## src/sv/hcbd_pkg.sv

```systemverilog
// Shared types, codes and character helpers for the chunked body decoder.
// No dependencies; used by hcbd_step and http_chunked_body_decoder_core.
`default_nettype none

package hcbd_pkg;

    localparam int SIZE_BITS_DEF = 32;

    localparam logic [7:0] CHR_CR   = 8'h0D;
    localparam logic [7:0] CHR_LF   = 8'h0A;
    localparam logic [7:0] CHR_SEMI = 8'h3B;

    typedef enum logic [1:0] {
        CMD_BYTE    = 2'd0,
        CMD_CLOSE   = 2'd1,
        CMD_RESTART = 2'd2
    } cmd_t;

    typedef enum logic [1:0] {
        ST_PROGRESS = 2'd0,
        ST_COMPLETE = 2'd1,
        ST_INVALID  = 2'd2
    } status_t;

    typedef enum logic [6:0] {
        PH_SIZE    = 7'b0000001,
        PH_EXT     = 7'b0000010,
        PH_DATA    = 7'b0000100,
        PH_DATA_CR = 7'b0001000,
        PH_DATA_LF = 7'b0010000,
        PH_TRAILER = 7'b0100000,
        PH_END     = 7'b1000000
    } phase_t;

    typedef struct packed {
        phase_t      phase;
        logic        digits_seen;
        logic        after_space;
        logic        cr_pending;
        logic [1:0]  trl_cnt;
        status_t     status;
    } ctl_t;

    typedef struct packed {
        logic [7:0]  out_byte;
        logic        out_valid;
        status_t     status;
    } res_t;

    localparam ctl_t CTL_RESET = '{
        phase:       PH_SIZE,
        digits_seen: 1'b0,
        after_space: 1'b0,
        cr_pending:  1'b0,
        trl_cnt:     2'd0,
        status:      ST_PROGRESS
    };

    // {valid, value} of a hex digit
    function automatic logic [4:0] hex_value(input logic [7:0] c);
        logic [4:0] v;
        v = 5'd0;
        case (c) inside
            [8'h30:8'h39]: v = {1'b1, 4'(c - 8'h30)};
            [8'h61:8'h66]: v = {1'b1, 4'(c - 8'h57)};
            [8'h41:8'h46]: v = {1'b1, 4'(c - 8'h37)};
            default:       v = 5'd0;
        endcase
        return v;
    endfunction

    function automatic logic is_space(input logic [7:0] c);
        return (c == 8'h20) || (c inside {[8'h09:8'h0D]});
    endfunction

endpackage

`default_nettype wire

```

## src/sv/hcbd_step.sv

```systemverilog
// Next-state and result logic for one encoded byte or command.
// Depends on hcbd_pkg for codes, state struct and character helpers.
`default_nettype none

module hcbd_step #(
    parameter int SIZE_BITS = hcbd_pkg::SIZE_BITS_DEF
) (
    input  wire logic [1:0]           cmd,
    input  wire logic [7:0]           in_byte,
    input  wire hcbd_pkg::ctl_t       ctl_cur,
    input  wire logic [SIZE_BITS-1:0] chunk_cur,
    output hcbd_pkg::ctl_t            ctl_nxt,
    output logic [SIZE_BITS-1:0]      chunk_nxt,
    output hcbd_pkg::res_t            res
);

    hcbd_pkg::cmd_t cmd_e;
    logic [4:0]     hexv;
    logic           size_full;

    assign cmd_e     = hcbd_pkg::cmd_t'(cmd);
    assign hexv      = hcbd_pkg::hex_value(in_byte);
    assign size_full = |chunk_cur[SIZE_BITS-1 -: 4];

    always_comb
    begin
        ctl_nxt       = ctl_cur;
        chunk_nxt     = chunk_cur;
        res.out_byte  = 8'd0;
        res.out_valid = 1'b0;
        case (cmd_e)
            hcbd_pkg::CMD_RESTART:
            begin
                ctl_nxt   = hcbd_pkg::CTL_RESET;
                chunk_nxt = '0;
            end
            hcbd_pkg::CMD_CLOSE:
            begin
                if (ctl_cur.status == hcbd_pkg::ST_PROGRESS)
                begin
                    ctl_nxt.status = hcbd_pkg::ST_INVALID;
                    ctl_nxt.phase  = hcbd_pkg::PH_END;
                end
            end
            hcbd_pkg::CMD_BYTE:
            begin
                if (ctl_cur.status == hcbd_pkg::ST_PROGRESS)
                begin
                    case (ctl_cur.phase)
                        hcbd_pkg::PH_SIZE, hcbd_pkg::PH_EXT:
                        begin
                            if (ctl_cur.cr_pending && in_byte == hcbd_pkg::CHR_LF)
                            begin
                                // end of size line
                                ctl_nxt.cr_pending = 1'b0;
                                if (!ctl_cur.digits_seen)
                                begin
                                    ctl_nxt.status = hcbd_pkg::ST_INVALID;
                                    ctl_nxt.phase  = hcbd_pkg::PH_END;
                                end
                                else
                                begin
                                    ctl_nxt.digits_seen = 1'b0;
                                    ctl_nxt.after_space = 1'b0;
                                    if (chunk_cur == '0)
                                    begin
                                        ctl_nxt.phase   = hcbd_pkg::PH_TRAILER;
                                        ctl_nxt.trl_cnt = 2'd2;
                                    end
                                    else
                                    begin
                                        ctl_nxt.phase = hcbd_pkg::PH_DATA;
                                    end
                                end
                            end
                            else
                            begin
                                // a lone CR counts as whitespace
                                ctl_nxt.cr_pending = 1'b0;
                                if (ctl_cur.cr_pending && ctl_cur.digits_seen
                                    && ctl_cur.phase == hcbd_pkg::PH_SIZE)
                                begin
                                    ctl_nxt.after_space = 1'b1;
                                end
                                if (in_byte == hcbd_pkg::CHR_CR)
                                begin
                                    ctl_nxt.cr_pending = 1'b1;
                                end
                                else if (ctl_cur.phase == hcbd_pkg::PH_SIZE)
                                begin
                                    if (hcbd_pkg::is_space(in_byte))
                                    begin
                                        if (ctl_cur.digits_seen)
                                        begin
                                            ctl_nxt.after_space = 1'b1;
                                        end
                                    end
                                    else if (in_byte == hcbd_pkg::CHR_SEMI)
                                    begin
                                        if (!ctl_cur.digits_seen)
                                        begin
                                            ctl_nxt.status = hcbd_pkg::ST_INVALID;
                                            ctl_nxt.phase  = hcbd_pkg::PH_END;
                                        end
                                        else
                                        begin
                                            ctl_nxt.phase = hcbd_pkg::PH_EXT;
                                        end
                                    end
                                    else if (!hexv[4] || ctl_nxt.after_space || size_full)
                                    begin
                                        ctl_nxt.status = hcbd_pkg::ST_INVALID;
                                        ctl_nxt.phase  = hcbd_pkg::PH_END;
                                    end
                                    else
                                    begin
                                        chunk_nxt = {chunk_cur[SIZE_BITS-5:0], hexv[3:0]};
                                        ctl_nxt.digits_seen = 1'b1;
                                    end
                                end
                            end
                        end
                        hcbd_pkg::PH_DATA:
                        begin
                            res.out_byte  = in_byte;
                            res.out_valid = 1'b1;
                            chunk_nxt     = chunk_cur - SIZE_BITS'(1);
                            if (chunk_cur == SIZE_BITS'(1))
                            begin
                                ctl_nxt.phase = hcbd_pkg::PH_DATA_CR;
                            end
                        end
                        hcbd_pkg::PH_DATA_CR:
                        begin
                            if (in_byte == hcbd_pkg::CHR_CR)
                            begin
                                ctl_nxt.phase = hcbd_pkg::PH_DATA_LF;
                            end
                            else
                            begin
                                ctl_nxt.status = hcbd_pkg::ST_INVALID;
                                ctl_nxt.phase  = hcbd_pkg::PH_END;
                            end
                        end
                        hcbd_pkg::PH_DATA_LF:
                        begin
                            if (in_byte == hcbd_pkg::CHR_LF)
                            begin
                                ctl_nxt.phase = hcbd_pkg::PH_SIZE;
                                chunk_nxt     = '0;
                            end
                            else
                            begin
                                ctl_nxt.status = hcbd_pkg::ST_INVALID;
                                ctl_nxt.phase  = hcbd_pkg::PH_END;
                            end
                        end
                        hcbd_pkg::PH_TRAILER:
                        begin
                            // track progress through CR LF CR LF
                            if (!ctl_cur.trl_cnt[0])
                            begin
                                if (in_byte == hcbd_pkg::CHR_CR)
                                begin
                                    ctl_nxt.trl_cnt = ctl_cur.trl_cnt + 2'd1;
                                end
                                else
                                begin
                                    ctl_nxt.trl_cnt = 2'd0;
                                end
                            end
                            else if (in_byte == hcbd_pkg::CHR_LF)
                            begin
                                if (ctl_cur.trl_cnt == 2'd3)
                                begin
                                    ctl_nxt.status  = hcbd_pkg::ST_COMPLETE;
                                    ctl_nxt.phase   = hcbd_pkg::PH_END;
                                    ctl_nxt.trl_cnt = 2'd0;
                                end
                                else
                                begin
                                    ctl_nxt.trl_cnt = ctl_cur.trl_cnt + 2'd1;
                                end
                            end
                            else
                            begin
                                ctl_nxt.trl_cnt = (in_byte == hcbd_pkg::CHR_CR) ? 2'd1 : 2'd0;
                            end
                        end
                        default:
                        begin
                            ctl_nxt = ctl_cur;
                        end
                    endcase
                end
            end
            default:
            begin
                ctl_nxt = ctl_cur;
            end
        endcase
        res.status = ctl_nxt.status;
    end

endmodule

`default_nettype wire

```

## src/sv/http_chunked_body_decoder_core.sv

```systemverilog
// Chunked body decoder: one encoded byte or command in, one result out per transfer.
// Each item passes through the input register and then the result register; throughput
// 1 item per cycle while res_stall does not hold the result. The input register feeds
// hcbd_step; state and result register load from it once the result stage is free. Reset
// (rst_n low, asynchronous) empties both stages and returns the decoder to the start of a
// size line with status in progress. Depends on hcbd_pkg and hcbd_step.
`default_nettype none

module http_chunked_body_decoder_core #(
    parameter int SIZE_BITS = hcbd_pkg::SIZE_BITS_DEF
) (
    input  wire logic       clk,
    input  wire logic       rst_n,
    input  wire logic       in_valid,
    output logic            in_stall,
    input  wire logic [1:0] command,
    input  wire logic [7:0] in_byte,
    output logic            res_valid,
    input  wire logic       res_stall,
    output logic [7:0]      out_byte,
    output logic            out_valid,
    output logic [1:0]      status
);

    logic                  in_valid_reg;
    logic [1:0]            cmd_reg;
    logic [7:0]            byte_reg;
    hcbd_pkg::ctl_t        ctl_reg;
    hcbd_pkg::ctl_t        ctl_next;
    logic [SIZE_BITS-1:0]  chunk_reg;
    logic [SIZE_BITS-1:0]  chunk_next;
    hcbd_pkg::res_t        res_next;
    logic                  res_valid_reg;
    hcbd_pkg::res_t        res_reg;
    logic                  out_free;
    logic                  advance;

    assign out_free = !res_valid_reg || !res_stall;
    assign advance  = in_valid_reg && out_free;
    assign in_stall = in_valid_reg && !out_free;

    hcbd_step #(
        .SIZE_BITS (SIZE_BITS)
    ) u_step (
        .cmd       (cmd_reg),
        .in_byte   (byte_reg),
        .ctl_cur   (ctl_reg),
        .chunk_cur (chunk_reg),
        .ctl_nxt   (ctl_next),
        .chunk_nxt (chunk_next),
        .res       (res_next)
    );

    // input stage
    always_ff @(posedge clk or negedge rst_n)
    begin
        if (!rst_n)
        begin
            in_valid_reg <= 1'b0;
        end
        else if (!in_stall)
        begin
            in_valid_reg <= in_valid;
        end
    end

    always_ff @(posedge clk)
    begin
        if (in_valid && !in_stall)
        begin
            cmd_reg  <= command;
            byte_reg <= in_byte;
        end
    end

    // decoder state, advance once per item
    always_ff @(posedge clk or negedge rst_n)
    begin
        if (!rst_n)
        begin
            ctl_reg   <= hcbd_pkg::CTL_RESET;
            chunk_reg <= '0;
        end
        else if (advance)
        begin
            ctl_reg   <= ctl_next;
            chunk_reg <= chunk_next;
        end
    end

    // result stage
    always_ff @(posedge clk or negedge rst_n)
    begin
        if (!rst_n)
        begin
            res_valid_reg <= 1'b0;
        end
        else if (out_free)
        begin
            res_valid_reg <= in_valid_reg;
        end
    end

    always_ff @(posedge clk)
    begin
        if (advance)
        begin
            res_reg <= res_next;
        end
    end

    assign res_valid = res_valid_reg;
    assign out_byte  = res_reg.out_byte;
    assign out_valid = res_reg.out_valid;
    assign status    = res_reg.status;

endmodule

`default_nettype wire

```

## config.mk

```make
export PLATFORM = sky130hd
export DESIGN_NAME = http_chunked_body_decoder_core
export DESIGN_NICKNAME = d
export VERILOG_FILES = /design/src/sv/hcbd_pkg.sv /design/src/sv/hcbd_step.sv /design/src/sv/http_chunked_body_decoder_core.sv
export SDC_FILE = /design/constraint.sdc
export NUM_CORES = 1
export LEC_CHECK = 0
export BUFFER_PORTS_ARGS = -buffer_cell sky130_fd_sc_hd__buf_4
export CORE_UTILIZATION = 55
export CTS_CLUSTER_DIAMETER = 40
export DETAILED_ROUTE_END_ITERATION = 8
export GPL_TIMING_DRIVEN = 0
export HOLD_SLACK_MARGIN = 0.08
export PLACE_DENSITY = 0.82
export SLEW_MARGIN = 10
export SYNTH_ARGS = -nofsm -noshare
export SYNTH_HDL_FRONTEND = slang
export SYNTH_HIERARCHICAL = 1
export SYNTH_SLANG_ARGS = --single-unit
```

## constraint.sdc

```tcl
create_clock -name clk -period 3.8 [get_ports clk]
set_clock_uncertainty 0.1 [all_clocks]
set_input_delay 0.76 -clock clk [delete_from_list [all_inputs] [get_ports clk]]
set_output_delay 0.76 -clock clk [all_outputs]
set_load 0.005 [all_outputs]
```

==> results.json <==
{
  "crit_chain": "clkbuf_2, xor2_1, a211oi_2, nor4b_2, nor2_1, clkbuf_1, o31ai_1, o211ai_1, mux2_4",
  "max-cap-violations": 0,
  "syn_avg_cell_area_um2": 9.41,
  "cts_max_path_buffers": 2,
  "hold_viol": 0,
  "critPathMaxFanout": 10,
  "start_util_pct": 56.9,
  "rows": 35,
  "rsz0062_at_grt": "no",
  "cts-root-buf": "clkbuf_8",
  "dieArea_um2": 9950,
  "grt_pass1_wl_um": 24400,
  "clock-sinks": 69,
  "fmax_ghz": 0.283,
  "drt_iter0_markers": 483,
  "placed_area_um2": 5610,
  "run_status": "finished, final reports clean",
  "port_buffers": 26,
  "drc": 0,
  "p_per_area_nw_per_um2": 456,
  "power.switching_w": 0.00112,
  "die_w_um": 99.8,
  "wire_per_inst_um": 20.3,
  "min_period_ns": 3.53,
  "cts_tree": "done",
  "ant_nets": 0,
  "p_seq_share_pct": 33.1,
  "path_buf_inv": 2,
  "peakVddDrop_uv": 392,
  "netlist_area_um2": 5260,
  "diodes": 0,
  "antenna_found_initial": 0,
  "synth-seq-cells": 69,
  "htree_levels": 3,
  "holdCritPathClass": "input port to asynchronous set/reset pin",
  "synth_cells": 559,
  "place_inst": 714,
  "end_kind": "flop",
  "comb_power_share_pct": 43.2,
  "synthDistinctLibCells": 81,
  "cp_top_family": "simple AND/OR/NAND/NOR gates",
  "clk_pin_slew_ns": 0.08,
  "wirelength_um": 14900,
  "criticalPathCategory": "flop to flop",
  "routed-via-count": 4910,
  "gr-usage-all-layers_pct": 31.6,
  "numCtsBuffers": 9,
  "relSlewSlack_pct": 37.3,
  "largest_register_ffs": 32,
  "ys_async_sr_fraction_pct": 69.6,
  "gp_congestion": 0.923,
  "grt_pass1_vias": 4704,
  "synth_edf_count": 21,
  "pin_count": 27,
  "cpMaxStageDelayCell": "nor4b_2",
  "grt_overflow": 0,
  "final_cell_area_um2": 5820,
  "worstPathArrival_ns": 3.68,
  "crit_required_ns": 3.95,
  "coreArea_um2": 9240,
  "worst_slew_pin_slew_ns": 0.928,
  "fillers": 767,
  "p_int_w": 0.00153,
  "swShare_pct": 42.3,
  "avgViaCountPerCell": 6.73,
  "yosysWarnings": 6,
  "firstDrtPassIters": 5,
  "cp-start-kind": "flop",
  "layout.cells.non_filler": 730,
  "drive_gt1_share_pct": 20.0,
  "fin_nets": 617,
  "die_y_um": 99.8,
  "pwr-share-clk_pct": 23.7,
  "fin_tns_setup_ns": 0,
  "ys.flop_type": "dfrtp_1",
  "whs_ns": 0.308,
  "yosysSeqAreaShare_pct": 34.9,
  "insertion_delay_ns": 0.36,
  "area_growth_pct": 10.8,
  "slowest_delay_ns": 0.70,
  "cts_setup_buffers": 0,
  "slew_viol_final": 0,
  "dpl.hpwl_um": 10600,
  "fin_crit_sh_pct": 92.9,
  "final-setup-viol-count": 0,
  "leakagePower_nw": 2.47,
  "grt_max_degree": 49,
  "synth_nets": 580
}
cells in the mapped netlist, types with 5 or more instances:
| cell | n | area share (%) |
|---|---|---|
| a21o_1 | 7 | 1.0 |
| a21oi_1 | 24 | 2.3 |
| a221o_1 | 5 | 0.95 |
| a22oi_1 | 11 | 1.6 |
| a31oi_1 | 9 | 1.1 |
| a32oi_1 | 5 | 0.83 |
| and2_1 | 5 | 0.59 |
| and3_1 | 10 | 1.2 |
| clkbuf_1 | 19 | 1.4 |
| dfrtp_1 | 47 | 22 |
| edfxtp_1 | 21 | 12 |
| ha_1 | 7 | 1.7 |
| inv_1 | 16 | 1.1 |
| mux2_2 | 17 | 3.6 |
| mux2_4 | 29 | 8.3 |
| nand2_1 | 48 | 3.4 |
| nand2b_1 | 8 | 0.95 |
| nand3_1 | 17 | 1.6 |
| nand3b_1 | 5 | 0.71 |
| nand4_1 | 8 | 0.95 |
| nor2_1 | 43 | 3.1 |
| nor2b_1 | 6 | 0.71 |
| nor3_1 | 14 | 1.3 |
| nor4_1 | 14 | 1.7 |
| o21ai_0 | 22 | 2.1 |
| o21ai_1 | 11 | 1.0 |
| o22ai_1 | 10 | 1.2 |
| o31ai_1 | 11 | 1.6 |
| or3_1 | 8 | 0.95 |
worst reg2reg max path, delay by kind of cell (launching register included):
kind	cells	cell delay [ns]
xor+xnor	1	0.32
simple gates	2	0.95
compound gates	3	0.67
mux	1	0.27
buf+inv	2	0.56
flops	1	0.54
metrics by stage:
| step | util (%) | setup WS, ns | total power, W |
|---|---|---|---|
| 2_1_floorplan | - | 0.965 | 0.00169 |
| 3_3_place_gp | 60.8 | 0.392 | 0.00198 |
| 3_5_place_dp | 60.8 | 0.313 | 0.00199 |
| 4_1_cts | 63.0 | 0.305 | 0.00263 |
| 5_1_grt | 63.0 | 0.147 | 0.00279 |
| 6_report | 63.0 | 0.269 | 0.00265 |
cell type report:
| class | instances | area (um2) | share of cell area [%] |
|---|---|---|---|
| Clock inverter | 7 | 80.1 | 1.37 |
| Sequential cell | 69 | 1830 | 31.5 |
| Inverter | 16 | 60.1 | 1.03 |
| Tap cell | 129 | 161 | 2.77 |
| Buffer | 34 | 218 | 3.74 |
| Clock buffer | 9 | 124 | 2.13 |
| Timing Repair Buffer | 26 | 195 | 3.35 |
| Multi-Input combinational cell | 440 | 3150 | 54.1 |
layout by cell type (no fill, tap or decap), types with 14 or more instances in the layout:
cell type  netlist  routed
nor2_1          43      43
clkbuf_1        19      19
nand2_1         48      48
edfxtp_1        21      21
nor3_1          14      14
dfrtp_1         47      47
inv_1           16      16
nand3_1         17      17
mux2_4          29      29
buf_4            4      30
mux2_2          17      17
o21ai_0         22      22
a21oi_1         24      24
layer usage:
layer / GRT usage [%] / part of all wire (%) / vias up
li1: - / - / 2225
met3: 6.75 / 8.8 / 41
met5: 0 / 0 / -
met4: 13.7 / 2.7 / 0
met2: 49.2 / 46 / 274
met1: 42.7 / 43 / 2370
power groups by stage:
stage	Clock, W	Sequential (W)	Combinational [W]
global placement	0	0.000889	0.00109
CTS	0.000643	0.000878	0.00111
detailed placement	0	0.000892	0.00110
floorplan	0	0.000878	0.000808
finish	0.000628	0.000879	0.00115
global route	0.000673	0.000889	0.00123
kinds of logic after synthesis:
kind of cell	count (synthesis)	synth area share (%)
simple gates	217	23.2
compound gates	161	21.5
flops	69	34.9
buf+inv	50	5.28
mux	47	12.1
xor+xnor	8	1.33
fa+ha+maj	7	1.67
what timing repair did:
| action | 4_1_cts | 5_1_grt |
|---|---|---|
| hold buffers | 0 | 0 |
| gates resized for setup | 0 | 1 |
| endpoints found under the setup margin | 0 | 6 |
worst paths after layout:
kind | startpoint | end | slack [ns] | depth (start not counted)
max in group asynchronous | rst_n | chunk_reg[19] | 2.87 | 1
hold / removal | rst_n | ctl_reg[10] | 0.31 | 1
min in group clk | in_valid_reg | res_valid | 0.39 | 1
hold reg to reg | in_valid_reg | res_valid | 0.39 | 1
setup / recovery | ctl_reg[7] | chunk_reg[24] | 0.27 | 9
setup reg to reg | ctl_reg[7] | chunk_reg[24] | 0.27 | 9
(Power assumes the default switching activity.)
